File: src/design/tteg_pkg.sv
package tteg_pkg;

    // field and register widths
    localparam int unsigned LEN_W      = 12;
    localparam int unsigned STEP_W     = 16;
    localparam int unsigned PEAK_W     = 15;
    localparam int unsigned SAMPLE_W   = 16;
    localparam int unsigned CFG_IDX_W  = 3;
    localparam int unsigned CFG_DATA_W = 16;

    // shared unit widths
    localparam int unsigned MUL_W  = 16;
    localparam int unsigned PROD_W = 2 * MUL_W;

    // triangle and envelope scaling
    localparam logic [15:0] TRI_MID     = 16'd32767;
    localparam int unsigned PEAK_SHIFT  = 15;
    localparam int unsigned ATTACK_LEN  = 32;
    localparam int unsigned ATT_SHIFT   = $clog2(ATTACK_LEN);
    localparam int unsigned ATT_W       = ATT_SHIFT + 1;

    // dividend of the decay division: 15-bit level times 12-bit remainder
    localparam int unsigned DVD_W     = 27;
    localparam int unsigned CNT_W     = $clog2(DVD_W);
    localparam logic [CNT_W-1:0] DIV_LAST = CNT_W'(DVD_W - 1);

    // register reset values
    localparam logic [LEN_W-1:0]  TONE_LENGTH_RST = 12'd608;
    localparam logic [STEP_W-1:0] STEP_RST        = 16'd3566;
    localparam logic [PEAK_W-1:0] PEAK_RST        = 15'd5000;

    // configuration register indexes
    typedef enum logic [CFG_IDX_W-1:0] {
        CFG_TONE_LENGTH = 3'd0,
        CFG_SPLIT_MODE  = 3'd1,
        CFG_FIRST_STEP  = 3'd2,
        CFG_SECOND_STEP = 3'd3,
        CFG_PEAK_LEVEL  = 3'd4
    } cfg_idx_t;

    // sequencer states
    typedef enum logic [2:0] {
        ST_IDLE,
        ST_MUL_PEAK,
        ST_MUL_ATT,
        ST_MUL_REM,
        ST_DIV,
        ST_DONE
    } state_t;

    // shared unit operations
    typedef enum logic {
        OP_MUL,
        OP_DIV_STEP
    } alu_op_t;

    typedef struct packed {
        alu_op_t           op;
        logic [MUL_W-1:0]  mul_a;
        logic [MUL_W-1:0]  mul_b;
        logic [LEN_W:0]    part_rem;
        logic [LEN_W-1:0]  divisor;
    } alu_req_t;

    typedef struct packed {
        logic [PROD_W-1:0] product;
        logic [LEN_W-1:0]  rem;
        logic              q_bit;
    } alu_rsp_t;

endpackage

File: src/design/triangle_tone_envelope_generator_top.sv
// Triangle tone generator with linear attack and linear decay. Each input item
// is one sample tick (s_tdata[0] = restart) and gives exactly one result item:
// a signed 16-bit sample on m_tdata, m_tlast on the final sample of the tone and
// m_tuser high while a tone sample is produced. A tick that produces a sample
// goes from acceptance through three multiply passes and 27 one-bit restoring
// divide steps (by tone_length) in the single shared arithmetic unit, then to
// the done state, which hands the item to the output register once that is
// free. An idle tick goes from acceptance straight to the done state. The block
// is not ready while an item is in work; a result waiting in the output register
// does not hold off the next item until that item is done. Configuration is
// written through cfg_wr_en/cfg_index/cfg_wdata; the user must write it only
// while no item is in work, as the block itself does not enforce this.
module triangle_tone_envelope_generator_top
    import tteg_pkg::*;
(
    input  logic                    aclk,
    input  logic                    aresetn,
    // configuration write port
    input  logic                    cfg_wr_en,
    input  logic [CFG_IDX_W-1:0]    cfg_index,
    input  logic [CFG_DATA_W-1:0]   cfg_wdata,
    // tick input
    input  logic                    s_tvalid,
    output logic                    s_tready,
    input  logic [7:0]              s_tdata,   // [0] restart, [7:1] zero
    // sample output
    output logic                    m_tvalid,
    input  logic                    m_tready,
    output logic [SAMPLE_W-1:0]     m_tdata,   // [15:0] sample_out
    output logic                    m_tlast,   // final_sample
    output logic                    m_tuser    // [0] playing
);

    // configuration registers
    logic [LEN_W-1:0]  tone_length_reg;
    logic              split_mode_reg;
    logic [STEP_W-1:0] first_step_reg;
    logic [STEP_W-1:0] second_step_reg;
    logic [PEAK_W-1:0] peak_level_reg;

    // tone state
    logic [STEP_W-1:0] phase_reg, phase_next;
    logic [LEN_W-1:0]  index_reg, index_next;
    logic              busy_reg, busy_next;

    // sequencer and work registers
    state_t            state_reg, state_next;
    logic [STEP_W-1:0] work_ph_reg, work_ph_next;
    logic [LEN_W-1:0]  work_idx_reg, work_idx_next;
    logic              active_reg, active_next;
    logic              last_reg, last_next;
    logic              neg_reg, neg_next;
    logic [DVD_W-1:0]  acc_reg, acc_next;
    logic [LEN_W-1:0]  rem_reg, rem_next;
    logic [CNT_W-1:0]  cnt_reg, cnt_next;

    // output register
    logic                m_tvalid_reg, m_tvalid_next;
    logic [SAMPLE_W-1:0] m_tdata_reg, m_tdata_next;
    logic                m_tlast_reg, m_tlast_next;
    logic                m_tuser_reg, m_tuser_next;

    logic              accept;
    logic              out_free;
    logic              restart;
    logic [STEP_W-1:0] ph_start;
    logic [LEN_W-1:0]  idx_start;
    logic [LEN_W:0]    idx_inc;
    logic              run;
    logic              tone_ok;
    logic [STEP_W-1:0] step;
    logic [15:0]       tri_w;
    logic [15:0]       tri_mag;
    logic              tri_neg;
    logic [ATT_W-1:0]  att;
    logic [LEN_W-1:0]  remain;
    logic [SAMPLE_W-1:0] sample_mag;

    alu_req_t alu_req;
    alu_rsp_t alu_rsp;

    tteg_alu u_alu (
        .req (alu_req),
        .rsp (alu_rsp)
    );

    assign accept   = s_tvalid && s_tready;
    assign out_free = !m_tvalid_reg || m_tready;
    assign restart  = s_tdata[0];

    // per-tick tone control
    always_comb begin
        ph_start  = restart ? '0 : phase_reg;
        idx_start = restart ? '0 : index_reg;
        run       = restart || busy_reg;
        tone_ok   = run && (tone_length_reg != '0) && (idx_start < tone_length_reg);
        idx_inc   = {1'b0, idx_start} + (LEN_W+1)'(1);
        step      = (split_mode_reg && (idx_start >= (tone_length_reg >> 1)))
                    ? second_step_reg : first_step_reg;
    end

    // triangle magnitude and sign, attack factor and remaining count
    always_comb begin
        tri_w   = {work_ph_reg[14:0], 1'b0};
        tri_mag = (tri_w > TRI_MID) ? (tri_w - TRI_MID) : (TRI_MID - tri_w);
        tri_neg = (tri_w < TRI_MID) ^ work_ph_reg[15];
        att     = (work_idx_reg < LEN_W'(ATTACK_LEN)) ? work_idx_reg[ATT_W-1:0]
                                                      : ATT_W'(ATTACK_LEN);
        remain  = tone_length_reg - work_idx_reg - LEN_W'(1);
        sample_mag = acc_reg[SAMPLE_W-1:0];
    end

    // next state
    always_comb begin
        state_next = state_reg;
        unique case (state_reg)
            ST_IDLE: begin
                if (accept) begin
                    state_next = tone_ok ? ST_MUL_PEAK : ST_DONE;
                end
            end
            ST_MUL_PEAK: state_next = ST_MUL_ATT;
            ST_MUL_ATT:  state_next = ST_MUL_REM;
            ST_MUL_REM:  state_next = ST_DIV;
            ST_DIV: begin
                if (cnt_reg == DIV_LAST) begin
                    state_next = ST_DONE;
                end
            end
            ST_DONE: begin
                if (out_free) begin
                    state_next = ST_IDLE;
                end
            end
            default: state_next = ST_IDLE;
        endcase
    end

    // datapath and outputs
    always_comb begin
        s_tready      = (state_reg == ST_IDLE);
        phase_next    = phase_reg;
        index_next    = index_reg;
        busy_next     = busy_reg;
        work_ph_next  = work_ph_reg;
        work_idx_next = work_idx_reg;
        active_next   = active_reg;
        last_next     = last_reg;
        neg_next      = neg_reg;
        acc_next      = acc_reg;
        rem_next      = rem_reg;
        cnt_next      = cnt_reg;
        m_tvalid_next = m_tvalid_reg && !m_tready;
        m_tdata_next  = m_tdata_reg;
        m_tlast_next  = m_tlast_reg;
        m_tuser_next  = m_tuser_reg;

        alu_req.op       = OP_MUL;
        alu_req.mul_a    = '0;
        alu_req.mul_b    = '0;
        alu_req.part_rem = {rem_reg, acc_reg[DVD_W-1]};
        alu_req.divisor  = tone_length_reg;

        unique case (state_reg)
            ST_IDLE: begin
                if (accept) begin
                    work_ph_next  = ph_start;
                    work_idx_next = idx_start;
                    active_next   = tone_ok;
                    last_next     = tone_ok && (idx_inc == {1'b0, tone_length_reg});
                    if (tone_ok) begin
                        phase_next = ph_start + step;
                        if (idx_inc >= {1'b0, tone_length_reg}) begin
                            busy_next  = 1'b0;
                            index_next = '0;
                        end else begin
                            busy_next  = 1'b1;
                            index_next = idx_inc[LEN_W-1:0];
                        end
                    end else if (run) begin
                        busy_next  = 1'b0;
                        phase_next = ph_start;
                        index_next = idx_start;
                    end
                end
            end
            ST_MUL_PEAK: begin
                alu_req.mul_a = tri_mag;
                alu_req.mul_b = MUL_W'(peak_level_reg);
                neg_next      = tri_neg;
                acc_next      = DVD_W'(alu_rsp.product[PEAK_SHIFT +: MUL_W]);
            end
            ST_MUL_ATT: begin
                alu_req.mul_a = acc_reg[MUL_W-1:0];
                alu_req.mul_b = MUL_W'(att);
                acc_next      = DVD_W'(alu_rsp.product[ATT_SHIFT +: MUL_W]);
            end
            ST_MUL_REM: begin
                alu_req.mul_a = acc_reg[MUL_W-1:0];
                alu_req.mul_b = MUL_W'(remain);
                acc_next      = alu_rsp.product[DVD_W-1:0];
                rem_next      = '0;
                cnt_next      = '0;
            end
            ST_DIV: begin
                alu_req.op = OP_DIV_STEP;
                acc_next   = {acc_reg[DVD_W-2:0], alu_rsp.q_bit};
                rem_next   = alu_rsp.rem;
                cnt_next   = cnt_reg + CNT_W'(1);
            end
            ST_DONE: begin
                if (out_free) begin
                    m_tvalid_next = 1'b1;
                    m_tlast_next  = last_reg;
                    m_tuser_next  = active_reg;
                    if (!active_reg) begin
                        m_tdata_next = '0;
                    end else if (neg_reg) begin
                        m_tdata_next = SAMPLE_W'(0) - sample_mag;
                    end else begin
                        m_tdata_next = sample_mag;
                    end
                end
            end
            default: begin
                m_tvalid_next = m_tvalid_reg && !m_tready;
            end
        endcase
    end

    // configuration registers
    always_ff @(posedge aclk) begin
        if (!aresetn) begin
            tone_length_reg <= TONE_LENGTH_RST;
            split_mode_reg  <= 1'b0;
            first_step_reg  <= STEP_RST;
            second_step_reg <= STEP_RST;
            peak_level_reg  <= PEAK_RST;
        end else if (cfg_wr_en) begin
            unique case (cfg_index)
                CFG_TONE_LENGTH: tone_length_reg <= cfg_wdata[LEN_W-1:0];
                CFG_SPLIT_MODE:  split_mode_reg  <= cfg_wdata[0];
                CFG_FIRST_STEP:  first_step_reg  <= cfg_wdata[STEP_W-1:0];
                CFG_SECOND_STEP: second_step_reg <= cfg_wdata[STEP_W-1:0];
                CFG_PEAK_LEVEL:  peak_level_reg  <= cfg_wdata[PEAK_W-1:0];
                default: begin
                    split_mode_reg <= split_mode_reg;
                end
            endcase
        end
    end

    // control state
    always_ff @(posedge aclk) begin
        if (!aresetn) begin
            state_reg    <= ST_IDLE;
            phase_reg    <= '0;
            index_reg    <= '0;
            busy_reg     <= 1'b0;
            m_tvalid_reg <= 1'b0;
            cnt_reg      <= '0;
        end else begin
            state_reg    <= state_next;
            phase_reg    <= phase_next;
            index_reg    <= index_next;
            busy_reg     <= busy_next;
            m_tvalid_reg <= m_tvalid_next;
            cnt_reg      <= cnt_next;
        end
    end

    // work and output payload
    always_ff @(posedge aclk) begin
        work_ph_reg  <= work_ph_next;
        work_idx_reg <= work_idx_next;
        active_reg   <= active_next;
        last_reg     <= last_next;
        neg_reg      <= neg_next;
        acc_reg      <= acc_next;
        rem_reg      <= rem_next;
        m_tdata_reg  <= m_tdata_next;
        m_tlast_reg  <= m_tlast_next;
        m_tuser_reg  <= m_tuser_next;
    end

    assign m_tvalid = m_tvalid_reg;
    assign m_tdata  = m_tdata_reg;
    assign m_tlast  = m_tlast_reg;
    assign m_tuser  = m_tuser_reg;

`ifndef ASSERT_OFF
    // the last divide step always hands over to the output stage
    assert property (@(posedge aclk) disable iff (!aresetn)
        (state_reg == ST_DIV && cnt_reg == DIV_LAST) |=> (state_reg == ST_DONE))
        else $error("divide did not finish after its last step");

    // partial remainder stays below the tone length
    assert property (@(posedge aclk) disable iff (!aresetn)
        (state_reg == ST_DIV) |-> (rem_reg < tone_length_reg))
        else $error("divide remainder out of range");

    // the final sample of a tone is always a playing sample
    assert property (@(posedge aclk) disable iff (!aresetn)
        (m_tvalid && m_tlast) |-> m_tuser)
        else $error("final sample flagged while not playing");

    // one item in work at a time
    assert property (@(posedge aclk) disable iff (!aresetn)
        accept |=> !s_tready)
        else $error("input ready right after an accepted item");
`endif

endmodule

File: src/design/tteg_alu.sv
module tteg_alu
    import tteg_pkg::*;
(
    input  alu_req_t req,
    output alu_rsp_t rsp
);

    logic [LEN_W+1:0] trial;

    // one multiply or one restoring divide step per cycle
    always_comb begin
        trial       = {1'b0, req.part_rem} - {2'b00, req.divisor};
        rsp.product = '0;
        rsp.rem     = '0;
        rsp.q_bit   = 1'b0;
        unique case (req.op)
            OP_MUL: begin
                rsp.product = req.mul_a * req.mul_b;
            end
            OP_DIV_STEP: begin
                if (!trial[LEN_W+1]) begin
                    rsp.rem   = trial[LEN_W-1:0];
                    rsp.q_bit = 1'b1;
                end else begin
                    rsp.rem   = req.part_rem[LEN_W-1:0];
                    rsp.q_bit = 1'b0;
                end
            end
            default: begin
                rsp.product = '0;
            end
        endcase
    end

endmodule

File: config.mk
export PLATFORM = sky130hd
export DESIGN_NAME = triangle_tone_envelope_generator_top
export DESIGN_NICKNAME = d
export VERILOG_FILES = /design/src/design/tteg_pkg.sv /design/src/design/triangle_tone_envelope_generator_top.sv /design/src/design/tteg_alu.sv
export SDC_FILE = /design/constraint.sdc
export NUM_CORES = 1
export LEC_CHECK = 0
export BUFFER_PORTS_ARGS = -buffer_cell sky130_fd_sc_hd__buf_2
export CAP_MARGIN = 10
export CORE_MARGIN = 3
export CORE_UTILIZATION = 61
export CTS_BUF_LIST = sky130_fd_sc_hd__clkbuf_8
export CTS_CLUSTER_DIAMETER = 30
export DETAILED_ROUTE_END_ITERATION = 16
export PLACE_DENSITY = 0.83
export SETUP_SLACK_MARGIN = 0.2
export SLEW_MARGIN = 15
export SYNTH_ARGS = -nofsm -noshare
export SYNTH_HDL_FRONTEND = slang
export SYNTH_SLANG_ARGS = --single-unit
File: constraint.sdc
create_clock -name aclk -period 13.3 [get_ports aclk]
set_input_delay 2.66 -clock aclk [delete_from_list [all_inputs] [get_ports aclk]]
set_output_delay 2.66 -clock aclk [all_outputs]
set_load 0.005 [all_outputs]
==> impl_metrics.env, run 1 <==
export IMPL_status="complete, no violations"
export IMPL_synth_cell_area_sq_um=19380
export IMPL_post_drt_wl_per_cell_microns=19.74
export IMPL_hpwlAfterDp_microns=40290
export IMPL_synthTopCellsByArea="fa_1 (19%), edfxtp_1 (14%), ha_1 (12%)"
export IMPL_yosysWarnings=0
export IMPL_yosysTopAreaCell="fa_1"
export IMPL_muxShareOfSynthArea_pct=2.072
export IMPL_finalCriticalPeriod_ps=9328
export IMPL_ctsHoldBuffers=0
export IMPL_routabilityCongestion=0.9415
export IMPL_p_switching_mw=1.552
export IMPL_grt_usage_pct=31.15
export IMPL_power_leakage_nw=9.207
export IMPL_design_area_sq_um=20350
export IMPL_fin_crit_sh_pct=70.13
export IMPL_drive_gt1_share_pct=7.297
export IMPL_synth_compound_area_share_pct=14.29
export IMPL_fin_ws_ps=3972
export IMPL_die_height_microns=184.2
export IMPL_max_freq_mhz=107.2
export IMPL_max_slew_margin_pct=20.19
export IMPL_yosysUniqueCellTypes=84
export IMPL_cts_resized=0
export IMPL_setup_worst_path_start="tone_length_reg[1]"
export IMPL_slowest_stage="o31a_1"
export IMPL_p_comb_share_pct=59.5
export IMPL_layout_nets=2610
export IMPL_ir_drop_uv=102.4
export IMPL_first_pass_iters=6
export IMPL_pwr_share_clk_pct=11.9
export IMPL_async_flop_share_pct=0
export IMPL_clock_latency_ps=480
export IMPL_pre_cts_slack_ps=4056
export IMPL_pwr_share_seq_pct=28.7
export IMPL_grt_max_degree=53
export IMPL_worstPathRequired_ps=13530
export IMPL_die_area_sq_um=33940
export IMPL_finalSetupTns_ps=0
export IMPL_antenna_found_initial=0
export IMPL_cts_max_path_buffers=2
export IMPL_area_growth_synth_to_final_pct=5.016
export IMPL_worst_slew_pin_slew_ps=1182
export IMPL_syn_avg_cell_area_sq_um=8.781
export IMPL_worstSetupPathType="flop to flop"
export IMPL_cp_max_fo=16
export IMPL_end_kind="flop"
export IMPL_hold_slack_ps=437.5
export IMPL_drc=0
export IMPL_h_tree_depth=4
export IMPL_arrival_ps=9560
export IMPL_grt_pass1_wl_microns=83720
export IMPL_slew_violations=0
export IMPL_clkSlewWorstSetupHoldPaths_ps=100
export IMPL_ios=52
export IMPL_rsz0062_at_grt="false"
export IMPL_root_buffer="clkbuf_8"
export IMPL_hp_class="flop to flop"
export IMPL_synth_top_family_by_area="adder cells"
export IMPL_post_cts_buffers=0
export IMPL_overflow=0
export IMPL_portBuffers=44
export IMPL_core_sq_um=30990
export IMPL_synth_xor_area_share_pct=3.751
export IMPL_cts_sinks=186
export IMPL_grt_pass1_vias=16460
export IMPL_placed_cell_area_sq_um=19950
export IMPL_cts_buffers=17
export IMPL_hold_path_startpoint="last_reg"
export IMPL_critPathMaxStageDelay_ps=730
export IMPL_ys_ff_latch=186
export IMPL_initial_core_util_pct=62.54
export IMPL_setup_viol=0
export IMPL_crit_top_cell="fa_1"
export IMPL_max_cap_violations=0
export IMPL_drt_iter0_drc=1518
export IMPL_worstReg2RegStart="tone_length_reg[1]"
export IMPL_p_int_mw=1.574
export IMPL_syn_inst=2207
export IMPL_antenna_left=0
export IMPL_fin_skew_ps=21.44
export IMPL_largest_register_ffs=27
export IMPL_layout_commonest_cell="nand2_1"
export IMPL_cts_tree="yes"
export IMPL_power_density_nw_per_um2=153.6
export IMPL_vias_per_cell=6.196
export IMPL_yosys_area_top_type_share_pct=18.90
export IMPL_synth_top_flop_cell="dfxtp_1"
export IMPL_rows=64
export IMPL_worst_setup_path_start_kind="flop"
export IMPL_synth_simple_gate_area_share_pct=17.75
export IMPL_synth_seq_area_share_pct=23.76
export IMPL_vias=16210
export IMPL_synthAdderAreaFrac_pct=31.04
export IMPL_die_w_microns=184.2
export IMPL_wirelength_microns=51640
export IMPL_synth_edf_count=88
export IMPL_final_cell_mix="nand2_1 (285), inv_1 (274), nor2_1 (210)"
export IMPL_insertedDiodeCount=0
export IMPL_hold_viol=0
export IMPL_p_sw_share_pct=49.65
cell type report:
type	count	area (sq um)
multi-input cells	1651	13380
repair buffers	75	452.9
well taps	396	495.5
inverters	276	1036
clock inverters	13	123.9
flip-flops and latches	186	4604
clock buffers	19	261.5
fillers	2479	10640
synth_stat cells, types with 11 or more instances:
cell and n:
a22oi_1 36, or2_2 16, and2_1 27, dfxtp_1 98, nor2b_1 46, xor2_1 21, xnor2_1 62, nand2b_1 16
mux2_2 17, inv_1 274, o31ai_1 11, nor2_1 211, o21ai_0 64, nand4_1 12, nand3_1 57, nand2_1 285
ha_1 188, mux2i_1 21, a211oi_1 12, nor3_1 29, a22o_1 23, clkbuf_1 79, o211ai_1 14, fa_1 183
and3_1 19, a21oi_1 99, o21a_1 11, edfxtp_1 88, a21o_1 37
logic make-up after synthesis:
kind of cell	Yosys count
AOI/OAI and AO/OA	398
xor gates and xnor gates	83
adders and majority gates	371
buffers and inverters	371
DFF	186
muxes	38
other	2
and+or+nand+nor	758
through the flow:
stage	utilization (%)	total power, mW	std cells
floorplan	-	2.147	2208
finish	65.67	3.126	2616
CTS	65.63	3.086	2614
detailed placement	64.38	2.713	2582
global route	65.67	3.329	2616
global placement	64.38	2.650	2582
worst paths after layout:
check / cells after the start / endpoint / slack (ps)
min: 0 / m_tlast / 440
min reg2reg: 0 / m_tlast / 440
max reg2reg: 28 / acc_reg[11] / 3970
max: 28 / acc_reg[11] / 3970
worst max-delay path: cells and delay by family (launching register included):
kind            cells  cell delay, ps
simple gates        4             740
compound gates     10            3120
flops               1             590
buf+inv             5             450
fa+ha+maj           8            3980
xor+xnor            1             170
power groups by stage:
stage | Sequential, mW | Combinational, mW | Clock (mW)
after floorplan | 0.844 | 1.30 | 0
after global placement | 0.899 | 1.75 | 0
after detailed placement | 0.904 | 1.81 | 0
after CTS | 0.892 | 1.82 | 0.375
after global routing | 0.908 | 2.03 | 0.395
final | 0.896 | 1.86 | 0.371
routing by layer:
layer	GRT usage, %	wire [microns]
met1	39.39	19970
met2	52.20	24750
met3	5.467	4341
met4	14.79	2588
met5	0	0
(Power assumes the default switching activity.)
==> run 2, diff against run 1 <==
--- a/config.mk
+++ b/config.mk
@@ -8,11 +8,11 @@
 export BUFFER_PORTS_ARGS = -buffer_cell sky130_fd_sc_hd__buf_2
 export CAP_MARGIN = 10
 export CORE_MARGIN = 3
-export CORE_UTILIZATION = 61
+export CORE_UTILIZATION = 60
 export CTS_BUF_LIST = sky130_fd_sc_hd__clkbuf_8
 export CTS_CLUSTER_DIAMETER = 30
 export DETAILED_ROUTE_END_ITERATION = 16
-export PLACE_DENSITY = 0.83
+export PLACE_DENSITY = 0.85
 export SETUP_SLACK_MARGIN = 0.2
 export SLEW_MARGIN = 15
 export SYNTH_ARGS = -nofsm -noshare
==> constraint.sdc (replaced) <==
create_clock -name aclk -period 8.44 [get_ports aclk]
set_input_delay 1.688 -clock aclk [delete_from_list [all_inputs] [get_ports aclk]]
set_output_delay 1.688 -clock aclk [all_outputs]
set_load 0.005 [all_outputs]
==> run 2 against run 1 <==
Compared with the run above: sequential cell count unchanged; register-to-register slack got worse by 3600 ps; clock skew decreased by 0.80 ps; fmax is 16% higher; critical path depth increased by 3; sequential share of layout area shrank 0.83 points; clock power up 60%; core utilization grew 0.95 points.
==> impl_metrics.env, run 2 (same netlist as run 1, synthesis figures left out) <==
export IMPL_portBuffers=44
export IMPL_largest_register_ffs=27
export IMPL_grt_pass1_vias=16610
export IMPL_power_mw=5.277
export IMPL_worst_slew_pin_slew_ps=1139
export IMPL_antenna_left=0
export IMPL_overflow=0
export IMPL_layout_commonest_cell="nand2_1"
export IMPL_finalSetupTns_ps=0
export IMPL_worstPathRequired_ps=8670
export IMPL_root_buffer="clkbuf_8"
export IMPL_final_cells=2692
export IMPL_crit_top_cell="fa_1"
export IMPL_initial_core_util_pct=61.10
export IMPL_vias=16650
export IMPL_hold_slack_ps=461.3
export IMPL_cts_buffers=17
export IMPL_wirelength_microns=53090
export IMPL_placed_cell_area_sq_um=20410
export IMPL_ir_drop_uv=188.3
export IMPL_cp_max_fo=7
export IMPL_final_cell_mix="nand2_1 (281), inv_1 (269), nor2_1 (209)"
export IMPL_finalCriticalPeriod_ps=8072
export IMPL_grt_max_degree=45
export IMPL_slew_violations=0
export IMPL_h_tree_depth=4
export IMPL_rsz0062_at_grt="false"
export IMPL_hp_class="flop to flop"
export IMPL_worstSetupPathType="flop to flop"
export IMPL_insertedDiodeCount=0
export IMPL_cts_max_path_buffers=2
export IMPL_rows=65
export IMPL_routabilityCongestion=0.9810
export IMPL_power_leakage_nw=9.574
export IMPL_ctsHoldBuffers=0
export IMPL_critPathMaxStageDelay_ps=530
export IMPL_grt_usage_pct=31.10
export IMPL_fin_ws_ps=367.7
export IMPL_setup_viol=0
export IMPL_first_pass_iters=9
export IMPL_design_area_sq_um=21130
export IMPL_drt_iter0_drc=1827
export IMPL_arrival_ps=8300
export IMPL_fin_crit_sh_pct=95.64
export IMPL_place_inst=2645
export IMPL_cts_sinks=186
export IMPL_end_kind="flop"
export IMPL_core_sq_um=31720
export IMPL_status="complete, no violations"
export IMPL_post_drt_wl_per_cell_microns=19.72
export IMPL_final_core_util_pct=66.62
export IMPL_drive_gt1_share_pct=11.88
export IMPL_hpwlAfterDp_microns=41220
export IMPL_fin_skew_ps=20.64
export IMPL_ios=52
export IMPL_clock_latency_ps=480
export IMPL_vias_per_cell=6.185
export IMPL_layout_nets=2680
export IMPL_die_height_microns=185.7
export IMPL_die_w_microns=185.7
export IMPL_die_area_sq_um=34490
export IMPL_max_cap_violations=0
export IMPL_hold_viol=0
export IMPL_grt_pass1_wl_microns=84700
export IMPL_nFillCells=2456
export IMPL_drc=0
export IMPL_power_density_nw_per_um2=249.7
export IMPL_worst_setup_path_start_kind="flop"
export IMPL_max_freq_mhz=123.9
export IMPL_antenna_found_initial=0
export IMPL_slowest_stage="fa_1"
export IMPL_area_growth_synth_to_final_pct=9.039
export IMPL_cts_tree="yes"
export IMPL_clkSlewWorstSetupHoldPaths_ps=100
export IMPL_max_slew_margin_pct=23.68
export IMPL_pre_cts_slack_ps=-61.31
-- run 2: cell types whose count changed in the layout (fill, tap and decap cells not counted), moves of 6 or more --
| cell | before | now |
|---|---|---|
| o21ai_0 | 63 | 55 |
| inv_2 | 1 | 7 |
| buf_4 | 30 | 94 |
| ha_1 | 188 | 181 |
-- run 2: final timing paths --
path                             from                  end  slack (ps)  cells after the start
hold reg to reg   second_step_reg[14]  second_step_reg[14]         460                      2
hold / removal    second_step_reg[14]  second_step_reg[14]         460                      2
setup / recovery      work_idx_reg[1]          acc_reg[13]         370                     31
setup reg to reg      work_idx_reg[1]          acc_reg[13]         370                     31
-- run 2: routing by layer --
layer | vias to the layer above | part of all wire, % | global-route usage (%)
met4 | 0 | 6.1 | 16.38
met3 | 214 | 8.5 | 5.882
met2 | 815 | 47 | 51.16
met5 | - | 0 | 0
met1 | 8049 | 38 | 39.11
li1 | 7573 | - | -
-- run 2: what timing repair did --
item | 4_1_cts | 5_1_grt
gates resized for setup | 11 | 57
cloned | 0 | 1
endpoints found under the setup margin | 22 | 25
setup buffers | 9 | 5
pin swaps | 8 | 43
-- run 2: cell type report --
cell class,instances,area [sq um],area share [%]
inverters,276,1036,4.903
clock inverters,15,145.1,0.6868
well taps,402,503.0,2.380
clock buffers,17,234.0,1.107
repair buffers,145,1022,4.837
flip-flops and latches,186,4606,21.80
multi-input cells,1651,13590,64.29
-- run 2: worst max-delay path: cells and delay by family (launching register included) --
family | cells | cell delay [ps]
and+or+nand+nor | 3 | 460
DFF | 1 | 390
adders and majority gates | 8 | 3330
AOI/OAI and AO/OA | 11 | 2730
xor gates and xnor gates | 1 | 150
buffers and inverters | 7 | 650
muxes | 1 | 110
-- run 2: report_power, final --
group          switching (mW)  total, mW  internal (mW)
sequential              0.201       1.43           1.23
combinational            2.03       3.26           1.22
clock                   0.329      0.592          0.263
